**config.mk**
```make
export PLATFORM = sky130hd
export DESIGN_NAME = linear_probe_hash_table_flat
export DESIGN_NICKNAME = d
export VERILOG_FILES = /design/src/rtl/core/lph_pkg.sv /design/src/rtl/core/lph_if.sv /design/src/rtl/core/lph_ram.sv /design/src/rtl/core/lph_fifo.sv /design/src/rtl/core/lph_front.sv /design/src/rtl/core/lph_back.sv /design/src/rtl/core/linear_probe_hash_table.sv /design/src/flat_wrapper.sv
export SDC_FILE = /design/constraint.sdc
export NUM_CORES = 2
export LEC_CHECK = 0
export ABC_AREA = 1
export BUFFER_PORTS_ARGS = -buffer_cell sky130_fd_sc_hd__buf_2
export CORE_ASPECT_RATIO = 1.25
export CORE_MARGIN = 5
export CORE_UTILIZATION = 45
export DETAILED_ROUTE_END_ITERATION = 12
export PLACE_DENSITY_LB_ADDON = 0.05
export SYNTH_ARGS = -nofsm -noshare
export SYNTH_HDL_FRONTEND = slang
export SYNTH_HIERARCHICAL = 1
export SYNTH_SLANG_ARGS = --single-unit
```
**constraint.sdc**
```tcl
create_clock -name clk_i -period 6.7 [get_ports clk_i]
set_input_delay 1.34 -clock clk_i [delete_from_list [all_inputs] [get_ports clk_i]]
set_output_delay 1.34 -clock clk_i [all_outputs]
set_load 0.02 [all_outputs]
```
**src/rtl/core/lph_pkg.sv**
```systemverilog
// ----------------------------------------------------------------------------
// lph_pkg
// Shared types and constants of the linear probing hash table.
// ----------------------------------------------------------------------------
package lph_pkg;

  localparam int unsigned KEY_W          = 32;
  localparam int unsigned VAL_W          = 64;
  localparam int unsigned SIZE_W         = 5;
  localparam int unsigned SLOT_W         = 4;
  localparam int unsigned APB_AW         = 3;
  localparam int unsigned APB_DW         = 32;
  localparam int unsigned MAX_USED_SLOTS = 31;
  localparam int unsigned TABLE_DEPTH_DEF = 16;
  localparam int unsigned VALUE_BITS_DEF  = 64;
  localparam int unsigned QUEUE_DEPTH_DEF = 2;

  localparam logic [SIZE_W-1:0] TABLE_SIZE_RST = 5'd16;

  typedef enum logic {
    REG_TABLE_SIZE = 1'b0,
    REG_UNUSED     = 1'b1
  } lph_reg_e;

  typedef enum logic {
    OP_INSERT = 1'b0,
    OP_SEARCH = 1'b1
  } lph_op_e;

  typedef enum logic [2:0] {
    ST_INSERTED = 3'd0,
    ST_UPDATED  = 3'd1,
    ST_FULL     = 3'd2,
    ST_FOUND    = 3'd3,
    ST_MISSING  = 3'd4
  } lph_status_e;

  typedef struct packed {
    lph_op_e            op;
    logic [KEY_W-1:0]   key;
    logic [VAL_W-1:0]   value;
    logic [SIZE_W-1:0]  home;
    logic [SIZE_W-1:0]  used;
  } lph_item_t;

endpackage

```
**src/rtl/core/lph_if.sv**
```systemverilog
// ----------------------------------------------------------------------------
// lph_if
// Valid/ready channels for requests into and results out of the hash table.
// ----------------------------------------------------------------------------
interface lph_in_if;
  logic                       valid;
  logic                       ready;
  logic                       opcode;
  logic [lph_pkg::KEY_W-1:0]  key;
  logic [lph_pkg::VAL_W-1:0]  value;

  modport source (output valid, output opcode, output key, output value, input ready);
  modport sink (input valid, input opcode, input key, input value, output ready);
endinterface

interface lph_out_if;
  logic                       valid;
  logic                       ready;
  logic [2:0]                 status;
  logic [lph_pkg::SLOT_W-1:0] slot;
  logic [lph_pkg::VAL_W-1:0]  found_value;

  modport source (output valid, output status, output slot, output found_value, input ready);
  modport sink (input valid, input status, input slot, input found_value, output ready);
endinterface

```
**src/rtl/core/lph_ram.sv**
```systemverilog
// ----------------------------------------------------------------------------
// lph_ram
// Generic single-write, single-read memory with a registered read port.
// ----------------------------------------------------------------------------
module lph_ram #(
  parameter int unsigned WIDTH = 8,
  parameter int unsigned DEPTH = 16
) (
  input  logic                     clk_i,
  input  logic                     we_i,
  input  logic [$clog2(DEPTH)-1:0] waddr_i,
  input  logic [WIDTH-1:0]         wdata_i,
  input  logic                     re_i,
  input  logic [$clog2(DEPTH)-1:0] raddr_i,
  output logic [WIDTH-1:0]         rdata_o
);

  logic [WIDTH-1:0] mem_q [DEPTH];
  logic [WIDTH-1:0] rdata_q;

  always_ff @(posedge clk_i) begin
    if (we_i) begin
      mem_q[waddr_i] <= wdata_i;
    end
    if (re_i) begin
      rdata_q <= mem_q[raddr_i];
    end
  end

  assign rdata_o = rdata_q;

endmodule

```
**src/rtl/core/lph_fifo.sv**
```systemverilog
// ----------------------------------------------------------------------------
// lph_fifo
// Short queue of classified requests between the hashing and probing stages.
// ----------------------------------------------------------------------------
module lph_fifo #(
  parameter int unsigned DEPTH = lph_pkg::QUEUE_DEPTH_DEF
) (
  input  logic               clk_i,
  input  logic               rst_ni,
  input  logic               push_i,
  input  lph_pkg::lph_item_t item_i,
  output logic               full_o,
  input  logic               pop_i,
  output lph_pkg::lph_item_t item_o,
  output logic               empty_o
);

  localparam int unsigned PTR_W = (DEPTH > 1) ? $clog2(DEPTH) : 1;
  localparam int unsigned CNT_W = $clog2(DEPTH + 1);

  lph_pkg::lph_item_t  buf_q [DEPTH];
  logic [PTR_W-1:0]    wptr_q, wptr_d;
  logic [PTR_W-1:0]    rptr_q, rptr_d;
  logic [CNT_W-1:0]    count_q, count_d;

  assign full_o  = (count_q == CNT_W'(DEPTH));
  assign empty_o = (count_q == '0);
  assign item_o  = buf_q[rptr_q];

  always_comb begin
    wptr_d  = wptr_q;
    rptr_d  = rptr_q;
    count_d = count_q;
    if (push_i) begin
      wptr_d = (wptr_q == PTR_W'(DEPTH - 1)) ? '0 : wptr_q + 1'b1;
    end
    if (pop_i) begin
      rptr_d = (rptr_q == PTR_W'(DEPTH - 1)) ? '0 : rptr_q + 1'b1;
    end
    if (push_i && !pop_i) begin
      count_d = count_q + 1'b1;
    end else if (pop_i && !push_i) begin
      count_d = count_q - 1'b1;
    end
  end

  always_ff @(posedge clk_i or negedge rst_ni) begin
    if (!rst_ni) begin
      wptr_q  <= '0;
      rptr_q  <= '0;
      count_q <= '0;
    end else begin
      wptr_q  <= wptr_d;
      rptr_q  <= rptr_d;
      count_q <= count_d;
    end
  end

  always_ff @(posedge clk_i) begin
    if (push_i) begin
      buf_q[wptr_q] <= item_i;
    end
  end

endmodule

```
**src/rtl/core/lph_front.sv**
```systemverilog
// ----------------------------------------------------------------------------
// lph_front
// Accepts requests, clamps the table size and computes the home slot with a
// radix-4 restoring divider, then queues the classified request.
// ----------------------------------------------------------------------------
module lph_front #(
  parameter int unsigned TABLE_DEPTH = lph_pkg::TABLE_DEPTH_DEF
) (
  input  logic                       clk_i,
  input  logic                       rst_ni,
  input  logic [lph_pkg::SIZE_W-1:0] table_size_i,
  lph_in_if.sink                     in_i,
  output logic                       push_o,
  output lph_pkg::lph_item_t         item_o,
  input  logic                       full_i
);

  localparam int unsigned USED_DEPTH =
    (TABLE_DEPTH < lph_pkg::MAX_USED_SLOTS) ? TABLE_DEPTH : lph_pkg::MAX_USED_SLOTS;
  localparam int unsigned DIV_STEPS = lph_pkg::KEY_W / 2;
  localparam int unsigned CNT_W     = $clog2(DIV_STEPS);
  localparam int unsigned SW        = lph_pkg::SIZE_W;

  typedef enum logic [1:0] {
    F_IDLE,
    F_DIV,
    F_PUSH
  } front_state_e;

  front_state_e                 state_q, state_d;
  lph_pkg::lph_op_e             op_q, op_d;
  logic [lph_pkg::KEY_W-1:0]    key_q, key_d;
  logic [lph_pkg::KEY_W-1:0]    div_q, div_d;
  logic [lph_pkg::VAL_W-1:0]    val_q, val_d;
  logic [SW-1:0]                used_q, used_d;
  logic [SW-1:0]                rem_q, rem_d;
  logic [CNT_W-1:0]             cnt_q, cnt_d;
  logic [SW-1:0]                used_now;
  logic [SW:0]                  trial1, trial2;
  logic [SW-1:0]                rem1;
  logic                         accept;

  always_comb begin
    if (table_size_i == '0) begin
      used_now = SW'(1);
    end else if (table_size_i > SW'(USED_DEPTH)) begin
      used_now = SW'(USED_DEPTH);
    end else begin
      used_now = table_size_i;
    end
  end

  assign in_i.ready = (state_q == F_IDLE);
  assign accept     = in_i.valid && in_i.ready;

  always_comb begin
    trial1 = {rem_q, div_q[lph_pkg::KEY_W-1]};
    if (trial1 >= {1'b0, used_q}) begin
      trial1 = trial1 - {1'b0, used_q};
    end
    rem1   = trial1[SW-1:0];
    trial2 = {rem1, div_q[lph_pkg::KEY_W-2]};
    if (trial2 >= {1'b0, used_q}) begin
      trial2 = trial2 - {1'b0, used_q};
    end
  end

  always_comb begin
    state_d = state_q;
    op_d    = op_q;
    key_d   = key_q;
    div_d   = div_q;
    val_d   = val_q;
    used_d  = used_q;
    rem_d   = rem_q;
    cnt_d   = cnt_q;
    push_o  = 1'b0;
    unique case (state_q)
      F_IDLE: begin
        if (accept) begin
          op_d    = lph_pkg::lph_op_e'(in_i.opcode);
          key_d   = in_i.key;
          div_d   = in_i.key;
          val_d   = in_i.value;
          used_d  = used_now;
          rem_d   = '0;
          cnt_d   = '0;
          state_d = F_DIV;
        end
      end
      F_DIV: begin
        rem_d = trial2[SW-1:0];
        div_d = {div_q[lph_pkg::KEY_W-3:0], 2'b00};
        cnt_d = cnt_q + 1'b1;
        if (cnt_q == CNT_W'(DIV_STEPS - 1)) begin
          state_d = F_PUSH;
        end
      end
      F_PUSH: begin
        if (!full_i) begin
          push_o  = 1'b1;
          state_d = F_IDLE;
        end
      end
      default: state_d = F_IDLE;
    endcase
  end

  always_comb begin
    item_o.op    = op_q;
    item_o.key   = key_q;
    item_o.value = val_q;
    item_o.home  = rem_q;
    item_o.used  = used_q;
  end

  always_ff @(posedge clk_i or negedge rst_ni) begin
    if (!rst_ni) begin
      state_q <= F_IDLE;
      cnt_q   <= '0;
    end else begin
      state_q <= state_d;
      cnt_q   <= cnt_d;
    end
  end

  always_ff @(posedge clk_i) begin
    op_q   <= op_d;
    key_q  <= key_d;
    div_q  <= div_d;
    val_q  <= val_d;
    used_q <= used_d;
    rem_q  <= rem_d;
  end

endmodule

```
**src/rtl/core/lph_back.sv**
```systemverilog
// ----------------------------------------------------------------------------
// lph_back
// Walks the table from the home slot one probe per cycle, writes inserts and
// updates, and holds the result until it is taken.
// ----------------------------------------------------------------------------
module lph_back #(
  parameter int unsigned TABLE_DEPTH = lph_pkg::TABLE_DEPTH_DEF,
  parameter int unsigned VALUE_BITS  = lph_pkg::VALUE_BITS_DEF
) (
  input  logic               clk_i,
  input  logic               rst_ni,
  input  logic               empty_i,
  input  lph_pkg::lph_item_t item_i,
  output logic               pop_o,
  lph_out_if.source          out_o
);

  localparam int unsigned USED_DEPTH =
    (TABLE_DEPTH < lph_pkg::MAX_USED_SLOTS) ? TABLE_DEPTH : lph_pkg::MAX_USED_SLOTS;
  localparam int unsigned IDX_W = $clog2(USED_DEPTH);
  localparam int unsigned SW    = lph_pkg::SIZE_W;
  localparam int unsigned KW    = lph_pkg::KEY_W;
  localparam int unsigned ENT_W = KW + VALUE_BITS;

  typedef enum logic {
    B_IDLE,
    B_PROBE
  } back_state_e;

  back_state_e                 state_q, state_d;
  lph_pkg::lph_op_e            op_q, op_d;
  logic [KW-1:0]               key_q, key_d;
  logic [VALUE_BITS-1:0]       val_q, val_d;
  logic [SW-1:0]               used_q, used_d;
  logic [IDX_W-1:0]            idx_q, idx_d;
  logic [SW-1:0]               cnt_q, cnt_d;
  logic [USED_DEPTH-1:0]       valid_q, valid_d;
  logic                        res_valid_q, res_valid_d;
  lph_pkg::lph_status_e        status_q, status_d;
  logic [lph_pkg::SLOT_W-1:0]  slot_q, slot_d;
  logic [lph_pkg::VAL_W-1:0]   found_q, found_d;
  logic [IDX_W-1:0]            next_idx;
  logic                        ram_we, ram_re;
  logic [IDX_W-1:0]            ram_raddr;
  logic [ENT_W-1:0]            ram_rdata;
  logic                        slot_used, key_hit, last_probe;
  logic [lph_pkg::SLOT_W-1:0]  idx_slot;

  lph_ram #(
    .WIDTH (ENT_W),
    .DEPTH (USED_DEPTH)
  ) u_ram (
    .clk_i   (clk_i),
    .we_i    (ram_we),
    .waddr_i (idx_q),
    .wdata_i ({key_q, val_q}),
    .re_i    (ram_re),
    .raddr_i (ram_raddr),
    .rdata_o (ram_rdata)
  );

  assign next_idx   = ((SW'(idx_q) + 1'b1) == used_q) ? '0 : idx_q + 1'b1;
  assign slot_used  = valid_q[idx_q];
  assign key_hit    = slot_used && (ram_rdata[ENT_W-1:VALUE_BITS] == key_q);
  assign last_probe = ((cnt_q + 1'b1) == used_q);
  assign idx_slot   = lph_pkg::SLOT_W'(SW'(idx_q));

  assign out_o.valid       = res_valid_q;
  assign out_o.status      = status_q;
  assign out_o.slot        = slot_q;
  assign out_o.found_value = found_q;

  always_comb begin
    state_d     = state_q;
    op_d        = op_q;
    key_d       = key_q;
    val_d       = val_q;
    used_d      = used_q;
    idx_d       = idx_q;
    cnt_d       = cnt_q;
    valid_d     = valid_q;
    res_valid_d = res_valid_q;
    status_d    = status_q;
    slot_d      = slot_q;
    found_d     = found_q;
    pop_o       = 1'b0;
    ram_we      = 1'b0;
    ram_re      = 1'b0;
    ram_raddr   = next_idx;
    if (out_o.valid && out_o.ready) begin
      res_valid_d = 1'b0;
    end
    unique case (state_q)
      B_IDLE: begin
        if (!empty_i && !res_valid_q) begin
          pop_o     = 1'b1;
          ram_re    = 1'b1;
          ram_raddr = IDX_W'(item_i.home);
          op_d      = item_i.op;
          key_d     = item_i.key;
          val_d     = item_i.value[VALUE_BITS-1:0];
          used_d    = item_i.used;
          idx_d     = IDX_W'(item_i.home);
          cnt_d     = '0;
          state_d   = B_PROBE;
        end
      end
      B_PROBE: begin
        if (!slot_used || key_hit || last_probe) begin
          state_d     = B_IDLE;
          res_valid_d = 1'b1;
          slot_d      = '0;
          found_d     = '0;
          status_d    = (op_q == lph_pkg::OP_INSERT) ? lph_pkg::ST_FULL : lph_pkg::ST_MISSING;
          if (!slot_used) begin
            if (op_q == lph_pkg::OP_INSERT) begin
              ram_we         = 1'b1;
              valid_d[idx_q] = 1'b1;
              status_d       = lph_pkg::ST_INSERTED;
              slot_d         = idx_slot;
            end
          end else if (key_hit) begin
            slot_d = idx_slot;
            if (op_q == lph_pkg::OP_INSERT) begin
              ram_we   = 1'b1;
              status_d = lph_pkg::ST_UPDATED;
            end else begin
              status_d = lph_pkg::ST_FOUND;
              found_d  = lph_pkg::VAL_W'(ram_rdata[VALUE_BITS-1:0]);
            end
          end
        end else begin
          ram_re = 1'b1;
          idx_d  = next_idx;
          cnt_d  = cnt_q + 1'b1;
        end
      end
      default: state_d = B_IDLE;
    endcase
  end

  always_ff @(posedge clk_i or negedge rst_ni) begin
    if (!rst_ni) begin
      state_q     <= B_IDLE;
      valid_q     <= '0;
      res_valid_q <= 1'b0;
      cnt_q       <= '0;
    end else begin
      state_q     <= state_d;
      valid_q     <= valid_d;
      res_valid_q <= res_valid_d;
      cnt_q       <= cnt_d;
    end
  end

  always_ff @(posedge clk_i) begin
    op_q     <= op_d;
    key_q    <= key_d;
    val_q    <= val_d;
    used_q   <= used_d;
    idx_q    <= idx_d;
    status_q <= status_d;
    slot_q   <= slot_d;
    found_q  <= found_d;
  end

endmodule

```
**src/rtl/core/linear_probe_hash_table.sv**
```systemverilog
// ----------------------------------------------------------------------------
// linear_probe_hash_table
// Key/value table with a division-method hash and wrapping linear probing.
// The front stage accepts a request, runs a radix-4 restoring divider that forms
// the home slot as key modulo the clamped table size, then hands the request off
// to the queue, and takes no new request before that hand-off. The back stage
// starts the walk, makes one probe of the table memory per cycle, and offers the
// finished result; it takes no new request from the queue while a result is
// offered and not yet taken. The two stages overlap through a
// two-entry queue, and the table is empty after reset with no clearing pass.
// ----------------------------------------------------------------------------
module linear_probe_hash_table #(
  parameter int unsigned TABLE_DEPTH = lph_pkg::TABLE_DEPTH_DEF,
  parameter int unsigned VALUE_BITS  = lph_pkg::VALUE_BITS_DEF
) (
  input  logic                       clk_i,
  input  logic                       rst_ni,
  lph_in_if.sink                     in_i,
  lph_out_if.source                  out_o,
  input  logic                       psel,
  input  logic                       penable,
  input  logic                       pwrite,
  input  logic [lph_pkg::APB_AW-1:0] paddr,
  input  logic [lph_pkg::APB_DW-1:0] pwdata,
  output logic [lph_pkg::APB_DW-1:0] prdata,
  output logic                       pready
);

  logic [lph_pkg::SIZE_W-1:0] table_size_q, table_size_d;
  lph_pkg::lph_reg_e          reg_sel;
  logic                       cfg_write;
  logic                       q_push, q_pop, q_full, q_empty;
  lph_pkg::lph_item_t         q_in, q_out;

  assign reg_sel   = lph_pkg::lph_reg_e'(paddr[2]);
  assign pready    = 1'b1;
  assign cfg_write = psel && penable && pwrite && pready;

  always_comb begin
    table_size_d = table_size_q;
    if (cfg_write && (reg_sel == lph_pkg::REG_TABLE_SIZE)) begin
      table_size_d = pwdata[lph_pkg::SIZE_W-1:0];
    end
  end

  always_comb begin
    unique case (reg_sel)
      lph_pkg::REG_TABLE_SIZE: prdata = lph_pkg::APB_DW'(table_size_q);
      default:                 prdata = '0;
    endcase
  end

  always_ff @(posedge clk_i or negedge rst_ni) begin
    if (!rst_ni) begin
      table_size_q <= lph_pkg::TABLE_SIZE_RST;
    end else begin
      table_size_q <= table_size_d;
    end
  end

  lph_front #(
    .TABLE_DEPTH (TABLE_DEPTH)
  ) u_front (
    .clk_i        (clk_i),
    .rst_ni       (rst_ni),
    .table_size_i (table_size_q),
    .in_i         (in_i),
    .push_o       (q_push),
    .item_o       (q_in),
    .full_i       (q_full)
  );

  lph_fifo #(
    .DEPTH (lph_pkg::QUEUE_DEPTH_DEF)
  ) u_fifo (
    .clk_i   (clk_i),
    .rst_ni  (rst_ni),
    .push_i  (q_push),
    .item_i  (q_in),
    .full_o  (q_full),
    .pop_i   (q_pop),
    .item_o  (q_out),
    .empty_o (q_empty)
  );

  lph_back #(
    .TABLE_DEPTH (TABLE_DEPTH),
    .VALUE_BITS  (VALUE_BITS)
  ) u_back (
    .clk_i   (clk_i),
    .rst_ni  (rst_ni),
    .empty_i (q_empty),
    .item_i  (q_out),
    .pop_o   (q_pop),
    .out_o   (out_o)
  );

  a_no_push_when_full: assert property (@(posedge clk_i) disable iff (!rst_ni)
    !(q_push && q_full))
    else $error("request pushed into a full queue");

  a_no_pop_when_empty: assert property (@(posedge clk_i) disable iff (!rst_ni)
    !(q_pop && q_empty))
    else $error("request popped from an empty queue");

  a_busy_after_accept: assert property (@(posedge clk_i) disable iff (!rst_ni)
    (in_i.valid && in_i.ready) |=> !in_i.ready)
    else $error("front stage ready while hashing a request");

  a_no_slot_on_miss: assert property (@(posedge clk_i) disable iff (!rst_ni)
    (out_o.valid && ((out_o.status == lph_pkg::ST_FULL) ||
                     (out_o.status == lph_pkg::ST_MISSING)))
      |-> ((out_o.slot == '0) && (out_o.found_value == '0)))
    else $error("slot or value reported for a failed operation");

  a_value_only_on_found: assert property (@(posedge clk_i) disable iff (!rst_ni)
    (out_o.valid && (out_o.status != lph_pkg::ST_FOUND)) |-> (out_o.found_value == '0))
    else $error("value reported for an operation other than a hit");

endmodule

```
**src/flat_wrapper.sv**
```systemverilog
// flat-port wrapper written by rule: the top's interface ports become plain ports
module linear_probe_hash_table_flat 
#(
  parameter int unsigned TABLE_DEPTH = lph_pkg::TABLE_DEPTH_DEF,
  parameter int unsigned VALUE_BITS  = lph_pkg::VALUE_BITS_DEF
)
  (clk_i, rst_ni, psel, penable, pwrite, paddr, pwdata, prdata, pready, in_i_valid, in_i_opcode, in_i_key, in_i_value, in_i_ready, out_o_valid, out_o_status, out_o_slot, out_o_found_value, out_o_ready);
  lph_in_if in_i_i ();
  lph_out_if out_o_i ();
  input  logic clk_i;
  input  logic rst_ni;
  input  logic psel;
  input  logic penable;
  input  logic pwrite;
  input  logic [lph_pkg::APB_AW-1:0] paddr;
  input  logic [lph_pkg::APB_DW-1:0] pwdata;
  output logic [lph_pkg::APB_DW-1:0] prdata;
  output logic pready;
  input wire logic [$bits(in_i_i.valid)-1:0] in_i_valid;
  input wire logic [$bits(in_i_i.opcode)-1:0] in_i_opcode;
  input wire logic [$bits(in_i_i.key)-1:0] in_i_key;
  input wire logic [$bits(in_i_i.value)-1:0] in_i_value;
  output wire logic [$bits(in_i_i.ready)-1:0] in_i_ready;
  output wire logic [$bits(out_o_i.valid)-1:0] out_o_valid;
  output wire logic [$bits(out_o_i.status)-1:0] out_o_status;
  output wire logic [$bits(out_o_i.slot)-1:0] out_o_slot;
  output wire logic [$bits(out_o_i.found_value)-1:0] out_o_found_value;
  input wire logic [$bits(out_o_i.ready)-1:0] out_o_ready;
  assign in_i_i.valid = in_i_valid;
  assign in_i_i.opcode = in_i_opcode;
  assign in_i_i.key = in_i_key;
  assign in_i_i.value = in_i_value;
  assign in_i_ready = in_i_i.ready;
  assign out_o_valid = out_o_i.valid;
  assign out_o_status = out_o_i.status;
  assign out_o_slot = out_o_i.slot;
  assign out_o_found_value = out_o_i.found_value;
  assign out_o_i.ready = out_o_ready;
  linear_probe_hash_table #(.TABLE_DEPTH(TABLE_DEPTH), .VALUE_BITS(VALUE_BITS)) u_core (.clk_i(clk_i), .rst_ni(rst_ni), .in_i(in_i_i), .out_o(out_o_i), .psel(psel), .penable(penable), .pwrite(pwrite), .paddr(paddr), .pwdata(pwdata), .prdata(prdata), .pready(pready));
endmodule
```
==> results by stage <==
Worst setup path:
- The maximum fanout count along the critical path is 19.
- The critical path in this run is classified as flip-flop to flip-flop.
- Traced cell by cell, the critical path runs through nand2_1 > inv_1 > nor2_1 > nor2_1 > nand2_1 > nor2_1 > nand2_1 > nor2_1 > nor2_1 > nand2_1 > nand2_1 > nor2_1 > nand3b_1 > nor2_4 > buf_4.
- The kind of start point of the critical path is a flip-flop.
- The arrival time reported for the critical path endpoint is 5.64 ns.
- The worst path buffer plus inverter count is 2.
- At the worst endpoint, the required time is 7.21 ns.
- The dominant delay contributor by cell family on the critical path is simple AND/OR/NAND/NOR gates.
- The kind of end point of the critical path is a flip-flop.
- The most numerous cell type found on the critical path is nor2_1.
- The largest incremental delay on the critical path is 0.96 ns.
- The critical-path cell with the highest stage delay is nor2_4.

Detailed routing:
- The first detailed-routing pass ran for 6 iterations.
- The total via count after detailed routing is ~55000.
- The antenna violation net count after detailed routing is 0.
- For this run, design rule violations remaining after detail routing come to 0.
- Summed over all layers, the routed wires come to roughly 230000 um.
- The number of violations reported at the end of detailed-routing iteration 0 is between 4000 and 5000.
- The average vias per placed instance is roughly 5.
- After detailed routing, the average wire length per cell comes to 20.90 um.

STA:
- At the pin with the least slew margin, the transition time is 1.115 ns.
- Setup repair after global routing left no endpoint under its margin.
- Setup violations remaining at the end of the flow were counted as 0.
- The count of final hold-check violations was 0.
- The post-layout minimum cycle time is slightly above 5 ns.
- The remaining max-slew budget at the tightest pin is about 25%.
- The final sum of negative setup slack is 0 ns.
- Based on the critical path, the design can be clocked at up to between 0.15 and 0.2 GHz.
- The part of the cycle the worst path needs is around three quarters.
- For the final database, setup skew stands at 0.03294 ns.
- The max-slew violation count is 0.

Outcome:
- The flow ran to the end, and the final reports show no timing, DRC or antenna violations.

CTS:
- The count of clock tree sinks is 2198.
- The clock tree from TritonCTS is yes.
- Clock-pin slew was measured on the worst setup and hold paths at roughly 0.06 ns.
- In this run the clock root is driven by a clkbuf_16.
- The insertion delay of the later-clocked pin in the worst-skew pair is about 0.85 ns.
- The H-tree depth reported by CTS is 4.
- TritonCTS created around 220 clock buffers.
- The number of gates resized after CTS is 0.
- The worst-case clock buffer depth is 3.
- In this run the post-CTS setup repair buffer count came out at 0.
- The number of hold buffers added after CTS was 0.

Layout:
- Compared with the post-synthesis result, the final layout area differs by 11.76%.
- For this run, the share of the core covered by cells in the final layout is 50.58%.
- Registers take 65820 sq um.
- The number of nets at the end of the flow is 8212.
- The multi-input combinational cells in the finished layout cover a total of about 18000 sq um.
- The filler cell count in the final layout is 17660.
- The share of cells above drive strength 1 is 9.457%.

Die:
- The area of the core is between 200000 and 250000 sq um.
- The floorplan step defined a die boundary enclosing between 200000 and 250000 sq um.
- The number of rows created at floorplan is between 150 and 200.
- The number of top-level pins is 245.
- The floorplan step set the die height to a little over 500 um.
- Once the floorplan was initialized, standard cells occupied around 45% of the core.
- The chip width is approximately 410 um.

Global routing:
- The first-pass GRT wire length is between 300000 and 400000 um.
- Global routing consumed, over all layers together, between 20% and 30% of the routing resources.
- The number of antenna violations at the first check in global routing was 3.
- Entering global routing, the biggest net connects 153 pins.
- The global route total overflow is 0.
- The via count of the first global-routing pass is roughly 54000.

Min path:
- The class of the worst hold path is flip-flop to flip-flop.

Power:
- The worst vdd rail ir drop is about 0.001 V.
- The leakage power figure is 41.87 nW.
- For this design the ratio of total power to cell area is roughly 540 nW/um^2.

Logic synthesis:
- Summing every instance area after synthesis gives ~90000 sq um.
- Each instance of the synthesized netlist takes up on average approximately 12 sq um.
- The number of warning messages in the yosys log is 6.
- The cell count after synthesis is between 7000 and 8000.

Flow run:
- The tool flagged a number of max-cap violations equal to 0.

Placed design:
- The number of buffer cells added on primary ports is approximately 190.
- The final weighted congestion of routability-driven global placement is ~0.75.
- The final HPWL from detailed placement is between 100000 and 150000 um.
## area by class of cell
class | instances | share of cell area (%)
well taps | 2697 | 3.316
clock buffers | 274 | 5.701
multi-input cells | 3975 | 17.83
diodes | 3 | 0.007377
flip-flops and latches | 2198 | 64.67
inverters | 1369 | 5.101
clock inverters | 134 | 1.134
repair buffers | 287 | 2.235
## sequential cells by signal, indices dropped and copies added, names as in the netlist, 5 cells and up
signal	cells
u_core/u_front/used_q	5
u_core/u_back/used_q	5
u_core/u_back/cnt_q	5
u_core/u_front/key_q	32
u_core/u_back/u_ram/rdata_o	96
u_core/u_front/val_q	64
u_core/u_front/div_q	32
u_core/u_back/val_q	64
u_core/u_fifo/buf_q	212
u_core/u_back/key_q	32
u_core/table_size_q	5
u_core/u_back/valid_q	16
u_core/u_back/u_ram/mem_q	1536
u_core/u_back/out_o.found_value	64
u_core/u_front/rem_q	5
## through the flow
step                      cells  hold slack, ns  cell area, sq um  power [W]  setup WS [ns]
after CTS                 10930          0.4440            101800    0.05574          1.484
after global placement    10530          0.4217             94800    0.04349          1.580
after floorplan            7920          0.4215             91160    0.03615         0.2662
after detailed placement  10530          0.4290             94800    0.04362          1.508
final                     10940          0.4416            101800    0.05507          1.570
after global routing      10940          0.4537            101800    0.05858          1.208
## final timing paths
path / slack [ns] / to / from / depth (start not counted)
worst max-delay path: 1.57 / u_core/u_back/u_ram/mem_q[8][79] / u_core/u_back/key_q[9] / 15
worst min-delay path: 0.44 / u_core/u_fifo/buf_q[1][25] / u_core/u_front/val_q[15] / 0
worst max register to register: 1.57 / u_core/u_back/u_ram/mem_q[8][79] / u_core/u_back/key_q[9] / 15
worst min register to register: 0.44 / u_core/u_fifo/buf_q[1][25] / u_core/u_front/val_q[15] / 0
max in group asynchronous: 5.26 / u_core/u_fifo/rptr_q / rst_ni / 1
min in group asynchronous: 0.65 / u_core/u_front/state_q[0] / rst_ni / 1
## where the power goes
group	switching, W	leakage, nW	total, W	internal, W
combinational	0.0165	18.3	0.0227	0.00626
clock	0.00519	3.41	0.0119	0.00674
sequential	0.00159	20.1	0.0204	0.0188
total	0.0232	41.9	0.0551	0.0318
## layer usage
metal | GRT usage [%] | vias up | routed length (um)
li1 | - | 26080 | -
met1 | 28.82 | 26920 | 99800
met2 | 36.93 | 1176 | 113800
met3 | 2.471 | 340 | 9364
met4 | 5.800 | 0 | 5631
met5 | 0 | - | 0
## layout by cell type, fill, tap and decap left out, types with 21 or more instances in the layout
| cell type | count |
|---|---|
| mux2_2 | 86 |
| conb_1 | 28 |
| clkbuf_16 | 223 |
| o21ai_0 | 29 |
| clkinv_1 | 54 |
| nor2_1 | 114 |
| dfrtp_1 | 36 |
| nand3_1 | 1189 |
| nand2_1 | 2359 |
| nor2_4 | 26 |
| nor2_2 | 22 |
| clkinv_2 | 47 |
| ha_1 | 21 |
| inv_1 | 1356 |
| buf_12 | 47 |
| xor2_1 | 21 |
| buf_2 | 187 |
| buf_4 | 53 |
| edfxtp_1 | 2160 |
| clkbuf_1 | 48 |
Power figures use the tool's default switching activity.
